**config.mk**
```make
export PLATFORM = sky130hd
export DESIGN_NAME = dimension_membership_set_unit
export DESIGN_NICKNAME = d
export VERILOG_FILES = /design/src/rtl/core/dms_pkg.sv /design/src/rtl/core/dms_ctrl.sv /design/src/rtl/core/dms_datapath.sv /design/src/rtl/core/dimension_membership_set_unit.sv
export SDC_FILE = /design/constraint.sdc
export NUM_CORES = 1
export LEC_CHECK = 0
export BUFFER_PORTS_ARGS = -buffer_cell sky130_fd_sc_hd__buf_2
export CAP_MARGIN = 5
export CORE_MARGIN = 3
export CORE_UTILIZATION = 55
export DETAILED_ROUTE_END_ITERATION = 7
export PLACE_DENSITY = 0.84
export SLEW_MARGIN = 0
export SYNTH_ARGS = -nofsm -noshare
export SYNTH_HDL_FRONTEND = slang
export SYNTH_SLANG_ARGS = --single-unit
export TNS_END_PERCENT = 1
```
**constraint.sdc**
```tcl
create_clock -name clk -period 4.6 [get_ports clk]
set_input_delay 0.69 -clock clk [delete_from_list [all_inputs] [get_ports clk]]
set_output_delay 0.69 -clock clk [all_outputs]
set_load 0.05 [all_outputs]
```
**src/rtl/core/dms_pkg.sv**
```systemverilog
// shared types and constants for the dimension membership set unit
`timescale 1ns / 1ps
`default_nettype none

package dms_pkg;

	localparam int MAX_CELLS_DEF = 16;
	localparam int CELL_BITS_DEF = 16;
	localparam int DIM_W         = 16;
	localparam int COUNT_W       = 5;

	typedef enum logic [2:0] {
		ACT_ADD      = 3'd0,
		ACT_REMOVE   = 3'd1,
		ACT_CLEAR    = 3'd2,
		ACT_CONTAINS = 3'd3,
		ACT_SHARE    = 3'd4
	} action_t;

	typedef enum logic [1:0] {
		ST_OK      = 2'd0,
		ST_PRESENT = 2'd1,
		ST_ABSENT  = 2'd2,
		ST_FULL    = 2'd3
	} status_t;

	typedef enum logic {
		S_IDLE   = 1'b0,
		S_LOOKUP = 1'b1
	} state_t;

	typedef struct packed {
		logic [2:0]         action;
		logic [DIM_W-1:0]   dimension;
		logic [COUNT_W-1:0] other_count;
		logic               last;
	} req_t;

	typedef struct packed {
		logic               hit;
		logic [1:0]         status;
		logic [DIM_W-1:0]   main_dimension;
		logic [COUNT_W-1:0] dimension_count;
	} rsp_t;

	typedef struct packed {
		logic capture;
		logic commit;
	} dms_cmd_t;

endpackage

`default_nettype wire

```
**src/rtl/core/dms_ctrl.sv**
```systemverilog
// controller state machine: request capture, result commit and output valid
`timescale 1ns / 1ps
`default_nettype none

module dms_ctrl (
	input  wire logic              clk,
	input  wire logic              arst_n,
	input  wire logic              req_valid,
	output logic                   req_ready,
	output logic                   rsp_valid,
	input  wire logic              rsp_ready,
	output dms_pkg::dms_cmd_t      cmd
);

	dms_pkg::state_t state_q;
	dms_pkg::state_t state_d;
	logic            out_valid_q;
	logic            slot_free;

	assign slot_free = !out_valid_q || rsp_ready;

	always_comb begin
		state_d = state_q;
		case (state_q)
			dms_pkg::S_IDLE: begin
				if (req_valid) begin
					state_d = dms_pkg::S_LOOKUP;
				end
			end
			dms_pkg::S_LOOKUP: begin
				if (slot_free) begin
					state_d = dms_pkg::S_IDLE;
				end
			end
			default: begin
				state_d = dms_pkg::S_IDLE;
			end
		endcase
	end

	always_comb begin
		req_ready   = 1'b0;
		cmd.capture = 1'b0;
		cmd.commit  = 1'b0;
		case (state_q)
			dms_pkg::S_IDLE: begin
				req_ready   = 1'b1;
				cmd.capture = req_valid;
			end
			dms_pkg::S_LOOKUP: begin
				cmd.commit = slot_free;
			end
			default: begin
				req_ready = 1'b0;
			end
		endcase
	end

	always_ff @(posedge clk or negedge arst_n) begin
		if (!arst_n) begin
			state_q     <= dms_pkg::S_IDLE;
			out_valid_q <= 1'b0;
		end else begin
			state_q <= state_d;
			if (cmd.commit) begin
				out_valid_q <= 1'b1;
			end else if (rsp_ready) begin
				out_valid_q <= 1'b0;
			end
		end
	end

	assign rsp_valid = out_valid_q;

	a_commit_only_in_lookup: assert property (@(posedge clk) disable iff (!arst_n)
		cmd.commit |-> state_q == dms_pkg::S_LOOKUP)
		else $error("commit outside lookup");

	a_capture_then_lookup: assert property (@(posedge clk) disable iff (!arst_n)
		cmd.capture |=> state_q == dms_pkg::S_LOOKUP)
		else $error("capture did not enter lookup");

	a_commit_sets_valid: assert property (@(posedge clk) disable iff (!arst_n)
		cmd.commit |=> rsp_valid)
		else $error("commit lost result");

endmodule

`default_nettype wire

```
**src/rtl/core/dms_datapath.sv**
```systemverilog
// cell store, parallel match, set update and result register
`timescale 1ns / 1ps
`default_nettype none

module dms_datapath #(
	parameter int MAX_CELLS = dms_pkg::MAX_CELLS_DEF,
	parameter int CELL_BITS = dms_pkg::CELL_BITS_DEF
) (
	input  wire logic              clk,
	input  wire logic              arst_n,
	input  wire dms_pkg::dms_cmd_t cmd,
	input  wire dms_pkg::req_t     req,
	output dms_pkg::rsp_t          rsp
);

	localparam int CNT_W = $clog2(MAX_CELLS + 1);
	localparam int IDX_W = (MAX_CELLS > 1) ? $clog2(MAX_CELLS) : 1;

	logic [CELL_BITS-1:0] store_q [MAX_CELLS];
	logic [CNT_W-1:0]     count_q;
	logic [CELL_BITS-1:0] main_q;
	logic                 acc_q;

	dms_pkg::action_t     action_s1;
	logic [CELL_BITS-1:0] id_s1;
	logic                 other_zero_s1;
	logic                 last_s1;
	logic [MAX_CELLS-1:0] match_s1;

	dms_pkg::rsp_t        rsp_q;

	logic [31:0]          dim_ext;
	logic [CELL_BITS-1:0] id_in;
	logic [MAX_CELLS-1:0] match_d;

	logic                 found;
	logic [IDX_W-1:0]     pos;
	logic [IDX_W-1:0]     last_idx;
	logic [CELL_BITS-1:0] last_val;
	logic                 acc_set;

	logic                 hit_d;
	dms_pkg::status_t     status_d;
	logic [CNT_W-1:0]     count_d;
	logic [CELL_BITS-1:0] main_d;
	logic                 acc_d;
	logic                 wr_en;
	logic [IDX_W-1:0]     wr_idx;
	logic [CELL_BITS-1:0] wr_data;
	logic [31:0]          main_ext;

	assign dim_ext = 32'(req.dimension);
	assign id_in   = dim_ext[CELL_BITS-1:0];

	always_comb begin
		for (int i = 0; i < MAX_CELLS; i++) begin
			match_d[i] = (CNT_W'(i) < count_q) && (store_q[i] == id_in);
		end
	end

	always_ff @(posedge clk) begin
		if (cmd.capture) begin
			action_s1     <= dms_pkg::action_t'(req.action);
			id_s1         <= id_in;
			other_zero_s1 <= (req.other_count == '0);
			last_s1       <= req.last;
			match_s1      <= match_d;
		end
	end

	// ids are unique, so at most one match bit is set
	always_comb begin
		pos = '0;
		for (int i = 0; i < MAX_CELLS; i++) begin
			if (match_s1[i]) begin
				pos = pos | IDX_W'(i);
			end
		end
	end

	assign found    = |match_s1;
	assign last_idx = IDX_W'(count_q - CNT_W'(1));
	assign last_val = store_q[last_idx];
	assign acc_set  = acc_q || (!other_zero_s1 && found);

	always_comb begin
		hit_d    = 1'b0;
		status_d = dms_pkg::ST_OK;
		count_d  = count_q;
		main_d   = main_q;
		acc_d    = 1'b0;
		wr_en    = 1'b0;
		wr_idx   = count_q[IDX_W-1:0];
		wr_data  = id_s1;
		case (action_s1)
			dms_pkg::ACT_ADD: begin
				if (found) begin
					status_d = dms_pkg::ST_PRESENT;
				end else if (count_q >= CNT_W'(MAX_CELLS)) begin
					status_d = dms_pkg::ST_FULL;
				end else begin
					wr_en   = 1'b1;
					count_d = count_q + CNT_W'(1);
					if (count_q == '0) begin
						main_d = id_s1;
					end
				end
			end
			dms_pkg::ACT_REMOVE: begin
				if (!found) begin
					status_d = dms_pkg::ST_ABSENT;
				end else begin
					wr_en   = 1'b1;
					wr_idx  = pos;
					wr_data = last_val;
					count_d = count_q - CNT_W'(1);
					if (count_q == CNT_W'(1)) begin
						main_d = '0;
					end else if (pos == '0) begin
						main_d = last_val;
					end
				end
			end
			dms_pkg::ACT_CLEAR: begin
				count_d = '0;
				main_d  = '0;
			end
			dms_pkg::ACT_CONTAINS: begin
				if (found) begin
					hit_d = 1'b1;
				end else begin
					status_d = dms_pkg::ST_ABSENT;
				end
			end
			dms_pkg::ACT_SHARE: begin
				if (last_s1) begin
					hit_d = (count_q == '0 && other_zero_s1) ? 1'b1 : acc_set;
				end else begin
					acc_d = acc_set;
				end
			end
			default: begin
				hit_d = 1'b0;
			end
		endcase
	end

	always_ff @(posedge clk) begin
		if (cmd.commit && wr_en) begin
			store_q[wr_idx] <= wr_data;
		end
	end

	assign main_ext = 32'(main_d);

	always_ff @(posedge clk or negedge arst_n) begin
		if (!arst_n) begin
			count_q <= '0;
			main_q  <= '0;
			acc_q   <= 1'b0;
		end else if (cmd.commit) begin
			count_q <= count_d;
			main_q  <= main_d;
			acc_q   <= acc_d;
		end
	end

	always_ff @(posedge clk) begin
		if (cmd.commit) begin
			rsp_q.hit             <= hit_d;
			rsp_q.status          <= status_d;
			rsp_q.main_dimension  <= main_ext[dms_pkg::DIM_W-1:0];
			rsp_q.dimension_count <= dms_pkg::COUNT_W'(count_d);
		end
	end

	assign rsp = rsp_q;

	a_count_bounded: assert property (@(posedge clk) disable iff (!arst_n)
		count_q <= CNT_W'(MAX_CELLS))
		else $error("entry count above capacity");

	a_unique_match: assert property (@(posedge clk) disable iff (!arst_n)
		cmd.commit |-> $onehot0(match_s1))
		else $error("duplicate id in store");

	a_empty_main_zero: assert property (@(posedge clk) disable iff (!arst_n)
		count_q == '0 |-> main_q == '0)
		else $error("main id nonzero in empty set");

	a_clear_empties: assert property (@(posedge clk) disable iff (!arst_n)
		cmd.commit && action_s1 == dms_pkg::ACT_CLEAR |=> count_q == '0)
		else $error("clear left entries");

endmodule

`default_nettype wire

```
**src/rtl/core/dimension_membership_set_unit.sv**
```systemverilog
// top level of the dimension membership set unit
//
//   channel  | handshake                | payload
//   ---------+--------------------------+-----------------------------
//   request  | req_valid / req_ready    | req (action, dimension, ...)
//   response | rsp_valid / rsp_ready    | rsp (hit, status, main, count)
//
// each item is captured and compared against every stored entry in parallel,
// then the set is updated and the result register loaded
// one result per item, held in an output register until its transfer
// a response stalled by rsp_ready holds the unit in its update cycle
// reset clears count, main id and share state; stored entries need no reset
`timescale 1ns / 1ps
`default_nettype none

module dimension_membership_set_unit #(
	parameter int MAX_CELLS = dms_pkg::MAX_CELLS_DEF,
	parameter int CELL_BITS = dms_pkg::CELL_BITS_DEF
) (
	input  wire logic          clk,
	input  wire logic          arst_n,
	input  wire logic          req_valid,
	output logic               req_ready,
	input  wire dms_pkg::req_t req,
	output logic               rsp_valid,
	input  wire logic          rsp_ready,
	output dms_pkg::rsp_t      rsp
);

	dms_pkg::dms_cmd_t cmd;

	dms_ctrl u_ctrl (
		.clk       (clk),
		.arst_n    (arst_n),
		.req_valid (req_valid),
		.req_ready (req_ready),
		.rsp_valid (rsp_valid),
		.rsp_ready (rsp_ready),
		.cmd       (cmd)
	);

	dms_datapath #(
		.MAX_CELLS (MAX_CELLS),
		.CELL_BITS (CELL_BITS)
	) u_datapath (
		.clk    (clk),
		.arst_n (arst_n),
		.cmd    (cmd),
		.req    (req),
		.rsp    (rsp)
	);

endmodule

`default_nettype wire

```
## Word level (Yosys, flattened, before mapping)

Memories as Yosys holds them, arrays and structs flattened.
Cells that the tools add are included.

| operators by class | value |
|---|---|
| $lt $le $gt $ge | 17 |
| equal/unequal tests | 21 |
| reduce and logical (&&, ||, !) cells | 30 |
| muxes and demuxes | 53 |
| add/subtract/negate cells | 2 |
| bitwise logic cells | 1 |

Operators by type and width:

| kind | number |
|---|---|
| equality test 16 bit | 16 |
| two-way mux 16 bit | 8 |
| case mux 16 bit (3 select lines) | 1 |
| less-than comparator 4 x 5 -> 1 bit, first input constant | 8 |
| two-way mux 4 bit | 10 |
| less-than comparator 3 x 5 -> 1 bit, first input constant | 4 |
| logical AND 1 bit | 19 |
| two-way mux 1 bit | 17 |
| OR reduction 16 bit | 1 |
| two-way mux 5 bit | 3 |
| case mux 5 bit (3 select lines) | 1 |
| two-way mux 3 bit | 4 |
| logical NOT 5 bit | 2 |
| less-than comparator 1 x 5 -> 1 bit, first input constant | 2 |
| less-than comparator 2 x 5 -> 1 bit, first input constant | 2 |
| two-way mux 2 bit | 5 |
| equality test 3 x 2 -> 1 bit, second input constant | 2 |
| case mux 1 bit (2 select lines) | 3 |
| adder 5 x 1 -> 5 bit, second input constant | 1 |
| equality test 5 x 1 -> 1 bit, second input constant | 1 |
| >= comparator 5 bit, second input constant | 1 |
| subtractor 5 x 1 -> 5 bit, second input constant | 1 |
| logical NOT 4 bit | 1 |
| case mux 2 bit (2 select lines) | 1 |
| other kinds (8) | 10 |

| word-level totals | value |
|---|---|
| RAM bits | 256 |
| bits in registers | 85 |
| word-level logic and storage cells | 139 |
| memories kept | 1 |
| output and inout port bits | 26 |
| input port bits | 29 |

Memories:

| name | words | width | read ports | clocked after memory_dff | wr ports | RTL line | RTL |
|---|---|---|---|---|---|---|---|
| u_datapath.store_q | 16 | 16 | 17 | 0 | 1 | dms_datapath.sv:19 | `logic [CELL_BITS-1:0] store_q [MAX_CELLS];` |

## Longest topological paths before layout

Gate-level depths: netlist of the first run.

| depth | value |
|---|---|
| depth after elaboration | 20 |
| gate-level depth with buffers | 13 |

## Cells and area by module

A second synthesis of the first run with hierarchy kept.

| unflattened totals | value |
|---|---|
| cells, all modules | 1249 |
| area, all modules | 17519.3 µm² |

By module, submodules not included:

| module | area each (µm²) | cells each | instances |
|---|---|---|---|
| dms_datapath | 17425.5 | 1241 | 1 |
| dms_ctrl | 93.8 | 8 | 1 |

## Worst setup path after synthesis of the first run

OpenSTA, ideal clock, no wires.

| timing path | value |
|---|---|
| path kind | reg-to-reg |
| start point | reg u_datapath.count_q[0] |
| end point | mem u_datapath.store_q[0][4] in the netlist's numbering (data pin) |
| data arrival time | 3.213 ns |
| library setup time | 0.205 ns |
| stages on the path, launching flop included | 13 |
| period minus slack after synthesis | 3.418 ns |
| path slack | 1.182 ns |
| path through | dfrtp_1 > buf_2 > buf_4 > buf_4 > clkbuf_1 > inv_1 > ha_1 > xor2_1 > buf_6 > mux4_2 > mux2i_1 > nand2_1 > nand2_1 |

| on the way | value |
|---|---|
| cells in the longest elaborated chain, start to end | 4 |

RTL lines:

| item | RTL line | RTL |
|---|---|---|
| start, declared | dms_datapath.sv:20 | `logic [CNT_W-1:0] count_q;` |
| start signal, assigned | dms_datapath.sv:162 | `count_q <= count_d;` |
| subtractor 5 x 1 -> 5 bit | dms_datapath.sv:82 | `assign last_idx = IDX_W'(count_q - CNT_W'(1));` |
| memory (16 x 16 bit) | - |  |
| two-way mux 16 bit | dms_datapath.sv:110 | `if (!found) begin` |
| two-way mux 16 bit | dms_datapath.sv:95 | `case (action_s1)` |
| named net u_datapath.wr_data[4] | dms_datapath.sv:49 | `logic [CELL_BITS-1:0] wr_data;` |
| end, declared | dms_datapath.sv:19 |  |

The timed path passes the listed nets, and every way through them passes these cells.

## Worst setup path after layout of the first run

| timing path | value |
|---|---|
| start point | reg u_datapath.count_q[1] |
| end point | mem u_datapath.store_q[8][11] in the netlist's numbering (data pin) |

Same word-level chain as after synthesis.

==> flow_metrics.tcl, run 1 <==
set metrics [dict create \
    status "complete, no violations" \
    power.leakage_nw 6.98 \
    cts_hold_buf 0 \
    io_buffer_count 54 \
    ys_warn_count 0 \
    die_h_um 183 \
    pin_count 55 \
    die_area_sq_um 33600 \
    cap_viol_max_count 0 \
    slew_violations 0 \
    grt_pass1_wl_um 78100 \
    postSynthCellCount 1208 \
    vias 12000 \
    end_kind "flop" \
    required_ps 4870 \
    clk_pin_slew_ps 70 \
    async_flop_share_pct 7.04 \
    rows 64 \
    gp_congestion 1.09 \
    irDropWorstVdd_mv 0.516 \
    drt_wl_total_um 54700 \
    clock_sinks 341 \
    cp.buffers_inverters 2 \
    crit_top_cell "nand2_1" \
    worstMarginPinSlew_ps 1290 \
    cpPeakStageDelay_ps 610 \
    drc 0 \
    grt_pass1_vias 11400 \
    hpwl_um 37700 \
    wire_per_inst_um 32.6 \
    path_max_fanout 32 \
    finalSetupTns_ps 0 \
    ys_seq_area_share_pct 58.5 \
    clock_path_buffers 3 \
    ys_ff_latch 341 \
    timing.final.crit_period_ps 3540 \
    hold_viol_final 0 \
    grt_usage_pct 32.2 \
    fmax_mhz 283 \
    drtPass1Iterations 7 \
    rsz0062_at_grt "false" \
    grt-ovfl-total 0 \
    viasPerCell 7.17 \
    grt_max_degree 109 \
    skew_ps 23.8 \
    drt_iter0_drc 2369 \
    reg2reg_slack_ps 1060 \
    hold_class "in2async" \
    numCtsBuffers 35 \
    min_period_over_period_pct 76.9 \
    netlist_area_sq_um 17300 \
    cts_resized 0 \
    synth_flop_cell "edfxtp_1" \
    htree_num_levels 2 \
    area_growth_syn_to_layout_pct 11.0 \
    cp.arrival_ps 3810 \
    path_cells "inv_1, ha_1, xor2_4, buf_12, mux4_2, mux2i_1, nand2_1, nand2_1" \
    setup_viol 0 \
    start_util_pct 56.1 \
    drive_gt1_share_pct 17.1 \
    max_slew_margin_pct 13.1 \
    postCtsSetupBuffers 0 \
    avgSynthCellArea_sq_um 14.3 \
    die_x_um 183 \
    antenna_found_initial 2 \
    coreArea_sq_um 30800 \
    critPathLaunchType "flop" \
    fin_nets 1287 \
    synth_nets 1241 \
    cp_top_family "multiplexers" \
    clock_latency_ps 530 \
    crit_path_top_delay_cell "dfrtp_1" \
    ant_nets 0 \
    worstSetupPathType "reg2reg" \
    root_buffer "clkbuf_16" \
    ys_types 65 \
    power_density_nw_per_um2 564 \
    synth-edff-count 317 \
    hold_slack_ps 214 \
    tritoncts "yes" \
]
-- worst register-to-register path: cells and delay by family (launching register included) --
family	cells	cell delay (ps)
XOR/XNOR	1	180
adder cells (fa/ha/maj)	1	320
buffers and inverters	2	480
flip-flops	1	610
multiplexers	2	1170
AND/OR/NAND/NOR	2	520
-- registers in the layout (all words and copies together), names as in the netlist --
| signal | count |
|---|---|
| u_datapath.rsp | 24 |
| u_datapath.id_s1 | 16 |
| u_datapath.acc_q | 1 |
| u_datapath.count_q | 5 |
| u_datapath.match_s1 | 16 |
| u_ctrl.state_q | 1 |
| u_datapath.action_s1 | 3 |
| u_datapath.other_zero_s1 | 1 |
| u_datapath.store_q | 256 |
| u_datapath.last_s1 | 1 |
| u_ctrl.rsp_valid | 1 |
| u_datapath.main_q | 16 |
-- path summary, 6_finish.rpt --
kind / from / end / cells after the start
max in group asynchronous: arst_n / u_datapath.count_q[0] / 1
max reg2reg: u_datapath.count_q[1] / u_datapath.store_q[8][11] / 8
min: arst_n / u_datapath.main_q[14] / 1
min in group clk: req[23] / u_datapath.action_s1[1] / 1
max: u_datapath.count_q[1] / u_datapath.store_q[8][11] / 8
min reg2reg: u_ctrl.rsp_valid / u_ctrl.rsp_valid / 2
-- power breakdown --
group | switching (mW) | internal (mW) | total, mW
clock | 1.20 | 1.70 | 2.90
sequential | 0.190 | 3.83 | 4.02
combinational | 2.46 | 1.44 | 3.90
-- metal layers --
layer | track usage, % | vias to the layer above | routed length (um)
met3 | 8.83 | 264 | 8100
met5 | 0 | - | 0
li1 | - | 4724 | -
met4 | 19.3 | 0 | 4310
met2 | 48.5 | 1171 | 24000
met1 | 42.0 | 5867 | 18300
-- metrics by stage --
step / power (mW) / instance area (sq um) / cells / utilization (%) / setup slack [ps]
global route: 11.1 / 19200 / 1677 / 62.3 / 940
detailed placement: 7.85 / 18000 / 1613 / 58.5 / 1180
floorplan: 6.78 / 17300 / 1208 / - / 1180
finish: 10.8 / 19200 / 1678 / 62.3 / 1060
CTS: 10.7 / 19200 / 1676 / 62.3 / 1210
global placement: 7.76 / 18000 / 1613 / 58.5 / 1410
-- cells by family (layout without fill, tap and decap cells) --
| group | after synthesis | after routing | synth area share (%) |
|---|---|---|---|
| buffers and inverters | 89 | 161 | 2.41 |
| XOR/XNOR | 258 | 258 | 13.2 |
| adder cells (fa/ha/maj) | 4 | 4 | 0.289 |
| other | 0 | 2 | 0 |
| AND/OR/NAND/NOR | 244 | 244 | 7.67 |
| AO/OA/AOI/OAI | 125 | 125 | 5.95 |
| multiplexers | 147 | 147 | 12.0 |
| flip-flops | 341 | 341 | 58.5 |
-- Yosys cell counts (10+ instances only) --
cell        n  area (sq um)
clkbuf_1   52           195
edfxtp_1  317          9520
a221o_1    14           140
a21oi_1    15          75.1
xnor2_1    65           569
nor4_1     52           325
xor2_1    192          1680
a211o_1    10          87.6
mux2i_1    98           981
mux4_2     47          1060
nor2_1     33           124
nand2_1    63           236
nand3_1    13          65.1
a22o_1     33           289
and3_1     19           119
nand4_1    23           144
nor3_1     16          80.1
dfrtp_1    24           601
-- placed cells by master, fill, tap and decap left out, types with 6 or more instances in the layout --
cell type,synthesis,routed
clkbuf_1,52,6
buf_2,9,54
nor2_1,33,31
mux2i_1,98,98
inv_1,7,7
o21ai_0,7,7
buf_4,9,34
clkinv_2,0,6
clkbuf_16,0,37
edfxtp_1,317,317
nor4_1,52,51
a211o_2,6,6
clkinv_1,0,8
a211oi_1,6,6
and3_1,19,19
mux4_2,47,47
xor2_1,192,191
a211o_1,10,10
nand2_1,63,63
a21oi_1,15,15
nor3_1,16,16
dfrtp_1,24,23
nand3_1,13,13
a221o_1,14,14
xnor2_1,65,65
a22o_1,33,33
nand4_1,23,23
-- cell type report --
type | instances | area (sq um)
fillers | 2125 | 11600
flip-flops and latches | 341 | 10100
multi-input cells | 778 | 6820
clock buffers | 43 | 948
repair buffers | 91 | 586
well taps | 396 | 495
clock inverters | 20 | 208
inverters | 7 | 26.3
diodes | 2 | 5.00
Power figures use the tool's default switching activity.
==> inputs of run 2 (changes only) <==
--- a/config.mk
+++ b/config.mk
@@ -10,7 +10,7 @@
 export CORE_MARGIN = 3
 export CORE_UTILIZATION = 55
 export DETAILED_ROUTE_END_ITERATION = 7
-export PLACE_DENSITY = 0.84
+export PLACE_DENSITY = 0.87
 export SLEW_MARGIN = 0
 export SYNTH_ARGS = -nofsm -noshare
 export SYNTH_HDL_FRONTEND = slang
==> constraint.sdc (replaced) <==
create_clock -name clk -period 3.24 [get_ports clk]
set_input_delay 0.486 -clock clk [delete_from_list [all_inputs] [get_ports clk]]
set_output_delay 0.486 -clock clk [all_outputs]
set_load 0.05 [all_outputs]
==> run 2 against run 1 <==
Effect of this change: via count fell by 1.3%; highest routed layer unchanged; cell area increased by 0.62%; worst setup slack worse by 1000 ps; fmax is 11% higher; sequential share of layout area shrank 0.32 points; largest cell class unchanged; sequential power grew 40%; clock skew down 7.7 ps; utilization grew 0.39 points; final cell count rose by 1.1%.
==> flow_metrics.tcl, run 2 (synthesis gave the netlist of run 1 again) <==
set metrics [dict create \
    status "complete, no violations" \
    ff_latch_area_sq_um 10100 \
    p_sw_share_pct 37.5 \
    grt-ovfl-total 0 \
    p_int_mw 9.83 \
    timing.final.crit_period_ps 3190 \
    hold_class "in2reg" \
    power_density_nw_per_um2 815 \
    reg2reg_slack_ps 50 \
    critPathLaunchType "flop" \
    mostFrequentLayoutCells "edfxtp_1 (317), xor2_1 (191), mux2i_1 (98)" \
    drtPass1Iterations 8 \
    clkPwrFrac_pct 24.5 \
    rsz0062_at_grt "false" \
    drc 0 \
    setup_viol 0 \
    worstSetupPathType "reg2reg" \
    pwr-share-seq_pct 35.7 \
    drt_wl_total_um 50900 \
    rows 64 \
    finalSetupTns_ps 0 \
    antenna_found_initial 0 \
    min_period_over_period_pct 98.6 \
    hpwl_um 34100 \
    holdPathEnd "u_datapath.last_s1" \
    start_util_pct 56.1 \
    power.leakage_nw 7.05 \
    wire_per_inst_um 30.0 \
    worstMarginPinSlew_ps 876 \
    worstReg2RegStart "u_datapath.match_s1[7]" \
    clk_pin_slew_ps 60 \
    io_buffer_count 54 \
    hp-start "req[0]" \
    ant_nets 0 \
    worst_slack_ps 45.9 \
    pwr-share-comb_pct 39.8 \
    htree_num_levels 2 \
    die_x_um 183 \
    die_area_sq_um 33600 \
    grt_pass1_wl_um 74200 \
    fmax_mhz 313 \
    crit_start "u_datapath.match_s1[7]" \
    pin_count 55 \
    wl_met3_um 7330 \
    fill_cells 2144 \
    clock_path_buffers 3 \
    wl_met2_um 22500 \
    maxUsedRoutingLayer "met4" \
    regMostFlops "u_datapath.store_q" \
    coreArea_sq_um 30800 \
    slew_violations 0 \
    dpl.cell_count 1635 \
    layout_commonest_cell "edfxtp_1" \
    tritoncts "yes" \
    irDropWorstVdd_mv 0.746 \
    diodes 0 \
    max_slew_margin_pct 41.5 \
    vias 11900 \
    drt_iter0_drc 1891 \
    area_growth_syn_to_layout_pct 11.7 \
    grt_pass1_vias 11600 \
    required_ps 3440 \
    grt_usage_pct 30.0 \
    die_h_um 183 \
    numCtsBuffers 35 \
    gp_congestion 1.03 \
    multi_input_area_sq_um 6800 \
    root_buffer "clkbuf_16" \
    fin_nets 1310 \
    place_ws_ps 203 \
    clock_latency_ps 520 \
    reg2reg_to "u_datapath.store_q[4][15]" \
    path_max_fanout 16 \
    cp.arrival_ps 3390 \
    drive_gt1_share_pct 18.2 \
    fin_cells 1696 \
    wl_met1_um 17900 \
    largest_reg_flops 256 \
    hold_viol_final 0 \
    cap_viol_max_count 0 \
    end_kind "flop" \
    p_switching_mw 5.91 \
    clock_sinks 341 \
    p_total_mw 15.7 \
    reg2reg_depth 6 \
    grt_max_degree 79 \
    skew_ps 16.1 \
    viasPerCell 7.00 \
    min_path_cells 1 \
]
[run 2: cell count changes in the layout (fill, tap and decap cells not counted), moves of 2 or more]
| cell | previous run | this run |
|---|---|---|
| clkbuf_16 | 37 | 35 |
| clkinv_1 | 8 | 5 |
| bufinv_16 | 4 | 2 |
| buf_4 | 34 | 52 |
| nor2_1 | 31 | 33 |
| clkbuf_1 | 6 | 8 |
| buf_12 | 3 | 7 |
| diode_2 | 2 | 0 |
| clkbuf_8 | 0 | 3 |
[run 2: worst max-delay path by stage]
stage                                endpoint  slack [ps]  cells past startpoint
floorplan           u_datapath.store_q[0][10]          -4                     12
global placement           u_datapath.rsp[14]         230                      7
detailed placement   u_datapath.store_q[3][3]         200                      6
CTS                  u_datapath.store_q[3][3]         150                      6
global route         u_datapath.store_q[6][9]          10                      9
finish              u_datapath.store_q[4][15]          50                      6
[run 2: final cells by class]
type                    instances  area share, %
clock buffers                  46           4.90
repair buffers                114           4.20
multi-input cells             778           35.2
flip-flops and latches        341           52.4
clock inverters                14          0.622
well taps                     396           2.56
inverters                       7          0.136
[run 2: timing repair]
action	4_1_cts	5_1_grt
hold buffers	1	0
endpoints found under the hold margin	9	0
setup endpoints to repair	0	166
setup buffers	0	0
gates resized for setup	0	1
[run 2: per-layer routing]
layer  vias to the layer above  GRT usage [%]
li1                       4775              -
met2                      1070           45.7
met1                      5817           40.5
met3                       203           8.23
met5                         -              0
met4                         0           14.2
[run 2: worst max-delay path: stages (launching register included)]
cell	delay (ps)
edfxtp_1	480
nor4_2	580
nand4_1	420
nor3_4	470
o2111ai_1	390
nor2_1	220
buf_4	300
[run 2: power by group through the flow]
stage,combinational (mW),sequential (mW),clock (mW)
6_report,6.26,5.62,3.86
4_1_cts,6.06,5.61,3.86
3_5_place_dp,6.02,5.70,0
3_3_place_gp,5.89,5.69,0
2_1_floorplan,3.64,6.01,0
5_1_grt,6.41,5.64,4.05
[run 2: stage by stage]
| stage | cell area, sq um | util (%) | hold WS [ps] |
|---|---|---|---|
| 2_1_floorplan | 17300 | - | 190 |
| 3_3_place_gp | 18200 | 59.2 | 482 |
| 3_5_place_dp | 18200 | 59.2 | 514 |
| 4_1_cts | 19300 | 62.7 | 156 |
| 5_1_grt | 19300 | 62.7 | 146 |
| 6_report | 19300 | 62.7 | 153 |
==> inputs of run 3 (changes only) <==
--- a/config.mk
+++ b/config.mk
@@ -5,6 +5,7 @@
 export SDC_FILE = /design/constraint.sdc
 export NUM_CORES = 1
 export LEC_CHECK = 0
+export ABC_AREA = 1
 export BUFFER_PORTS_ARGS = -buffer_cell sky130_fd_sc_hd__buf_2
 export CAP_MARGIN = 5
 export CORE_MARGIN = 3
==> run 3 against run 2 <==
Effect of this change: the flow now finishes with violations (DRC); clock power rose by 16%; global-route usage rose by 8.1 points; power fell by 1.5%; die area rose by 3.5%; hold slack got worse by 5.7 ps; final cell count rose by 44%; largest cell class unchanged; highest routed layer unchanged.
==> flow_metrics.tcl, run 3 <==
set metrics [dict create \
    clkPwrFrac_pct 28.9 \
    io_buffer_count 54 \
    rsz0062_at_grt "false" \
    synthTopCellsByCount "nand2_1 (569), edfxtp_1 (317), nand3_1 (303), o21ai_0 (87), nor2_1 (81)" \
    clock_path_buffers 3 \
    clock_sinks 341 \
    slew_violations 0 \
    numCtsBuffers 37 \
    timing.final.crit_period_ps 3020 \
    mostFrequentLayoutCells "nand2_1 (569), edfxtp_1 (317), nand3_1 (303)" \
    die_h_um 187 \
    cap_viol_max_count 0 \
    layout_commonest_cell "nand2_1" \
    cts_resized 0 \
    regMostFlops "u_datapath.store_q" \
    tritoncts "yes" \
    critPathLaunchType "flop" \
    clk_pin_slew_ps 60 \
    hpwl_um 46500 \
    required_ps 3630 \
    max_slew_margin_pct 22.8 \
    p_int_mw 9.32 \
    reg2reg_to "u_datapath.store_q[10][6]" \
    synth_area_leaders "edfxtp_1 (53%), nand2_1 (12%), nand3_1 (8.5%), dfrtp_1 (3.4%), xor2_1 (2.6%)" \
    drc 2 \
    pwr-share-comb_pct 35.2 \
    grt_pass1_vias 15100 \
    grt_pass1_wl_um 99200 \
    irDropWorstVdd_mv 0.622 \
    crit_start "u_datapath.count_q[0]" \
    status "complete, but fails checks" \
    ys_warn_count 0 \
    gp_congestion 1.06 \
    viasPerCell 6.65 \
    skew_ps 20.5 \
    synth-edff-count 317 \
    area_growth_syn_to_layout_pct 12.4 \
    ys_seq_area_share_pct 56.5 \
    hold_class "in2reg" \
    diodes 0 \
    async_flop_share_pct 7.04 \
    grt-ovfl-total 0 \
    power_density_nw_per_um2 770 \
    largest_reg_flops 256 \
    worstSetupPathType "reg2reg" \
    vias 16200 \
    endpoint "u_datapath.store_q[10][6]" \
    worstMarginPinSlew_ps 1160 \
    synth_top_area_share_pct 53.1 \
    dpl.cell_count 2366 \
    drtPass1Iterations 8 \
    grt_max_degree 135 \
    synth_largest_area_cell "edfxtp_1" \
    fill_cells 2547 \
    grt_usage_pct 38.1 \
    antenna_found_initial 1 \
    clock_latency_ps 530 \
    cp.arrival_ps 3410 \
    power.leakage_nw 7.72 \
    coreArea_sq_um 31800 \
    reg2reg_slack_ps 220 \
    min_period_over_period_pct 93.1 \
    min_path_cells 1 \
    p_sw_share_pct 39.9 \
    setup_viol 0 \
    fmax_mhz 331 \
    root_buffer "clkbuf_16" \
    p_total_mw 15.5 \
    synth_nets 1943 \
    worstReg2RegStart "u_datapath.count_q[0]" \
    postSynthCellCount 1910 \
    die_area_sq_um 34800 \
    synth_flop_cell "edfxtp_1" \
    hold_slack_ps 148 \
    drive_gt1_share_pct 13.7 \
    p_switching_mw 6.19 \
    rows 65 \
    synth.most_common_cell "nand2_1" \
    drt_wl_total_um 68200 \
    netlist_area_sq_um 17900 \
    ant_nets 0 \
    die_x_um 187 \
    pwr-share-seq_pct 36.0 \
    pin_count 55 \
    finalSetupTns_ps 0 \
    start_util_pct 56.4 \
    drt_iter0_drc 2803 \
    reg2reg_depth 9 \
    end_kind "flop" \
    fin_nets 2004 \
    htree_num_levels 2 \
    postCtsSetupBuffers 0 \
    avgSynthCellArea_sq_um 9.38 \
    path_max_fanout 132 \
    ys_types 40 \
    fin_cells 2434 \
    violations "DRC" \
    wire_per_inst_um 28.0 \
    hold_viol_final 0 \
    ys_ff_latch 341 \
]
==> run 3: layout make-up <==
| class | count | area (sq um) | area share [%] |
|---|---|---|---|
| clock buffers | 51 | 1060 | 5.27 |
| flip-flops and latches | 341 | 10100 | 50.3 |
| well taps | 435 | 544 | 2.70 |
| clock inverters | 16 | 213 | 1.06 |
| inverters | 75 | 285 | 1.42 |
| multi-input cells | 1381 | 6990 | 34.7 |
| repair buffers | 135 | 931 | 4.62 |
==> run 3: how the worst min path moves through the flow <==
stage / slack (ps) / from / endpoint
finish: 150 / req[0] / u_datapath.last_s1
global route: 140 / req[22] / u_datapath.action_s1[0]
CTS: 140 / req[0] / u_datapath.last_s1
detailed placement: 490 / u_ctrl.rsp_valid / u_ctrl.rsp_valid
global placement: 470 / u_datapath.acc_q / u_datapath.acc_q
floorplan: 190 / arst_n / u_ctrl.rsp_valid
==> run 3: per-stage QoR <==
stage / area, sq um / worst slack [ps] / util [%]
final: 20100 / 222 / 63.4
after global routing: 20100 / 132 / 63.4
after CTS: 20100 / 335 / 63.4
after detailed placement: 18900 / 357 / 59.3
after global placement: 18900 / 419 / 59.3
after floorplan: 17900 / 338 / -
==> run 3: worst max-delay path, cell delays in order (launching register included) <==
cell,delay (ps)
dfrtp_4,500
inv_4,90
buf_12,460
nand2_1,230
nand2_1,120
nand2_2,290
nand3_1,230
nand2_1,90
o21ai_1,570
buf_4,270
==> run 3: kinds of logic after synthesis <==
| kind of cell | count (synthesis) | share of synthesized area, % |
|---|---|---|
| and+or+nand+nor | 1061 | 26.3 |
| AOI/OAI and AO/OA | 231 | 8.16 |
| DFF | 341 | 56.5 |
| xor gates and xnor gates | 85 | 4.15 |
| adders and majority gates | 4 | 0.279 |
| buffers and inverters | 188 | 4.62 |
==> run 3: layer usage <==
metal  GRT usage, %  routed length [um]
met3           14.1               11400
met2           55.0               28200
met5              0                   0
met1           51.0               24300
met4           19.2                4280
==> run 3: power by group through the flow <==
| stage | clock, mW | sequential, mW | combinational [mW] |
|---|---|---|---|
| after floorplan | 0 | 6.00 | 2.80 |
| after global placement | 0 | 5.66 | 5.13 |
| after detailed placement | 0 | 5.66 | 5.20 |
| after CTS | 4.46 | 5.57 | 5.23 |
| after global routing | 4.65 | 5.60 | 5.65 |
| final | 4.47 | 5.57 | 5.46 |
==> run 3: what timing repair did <==
item,4_1_cts,5_1_grt
hold buffers,1,0
hold endpoints to repair,23,0
setup endpoints to repair,0,0
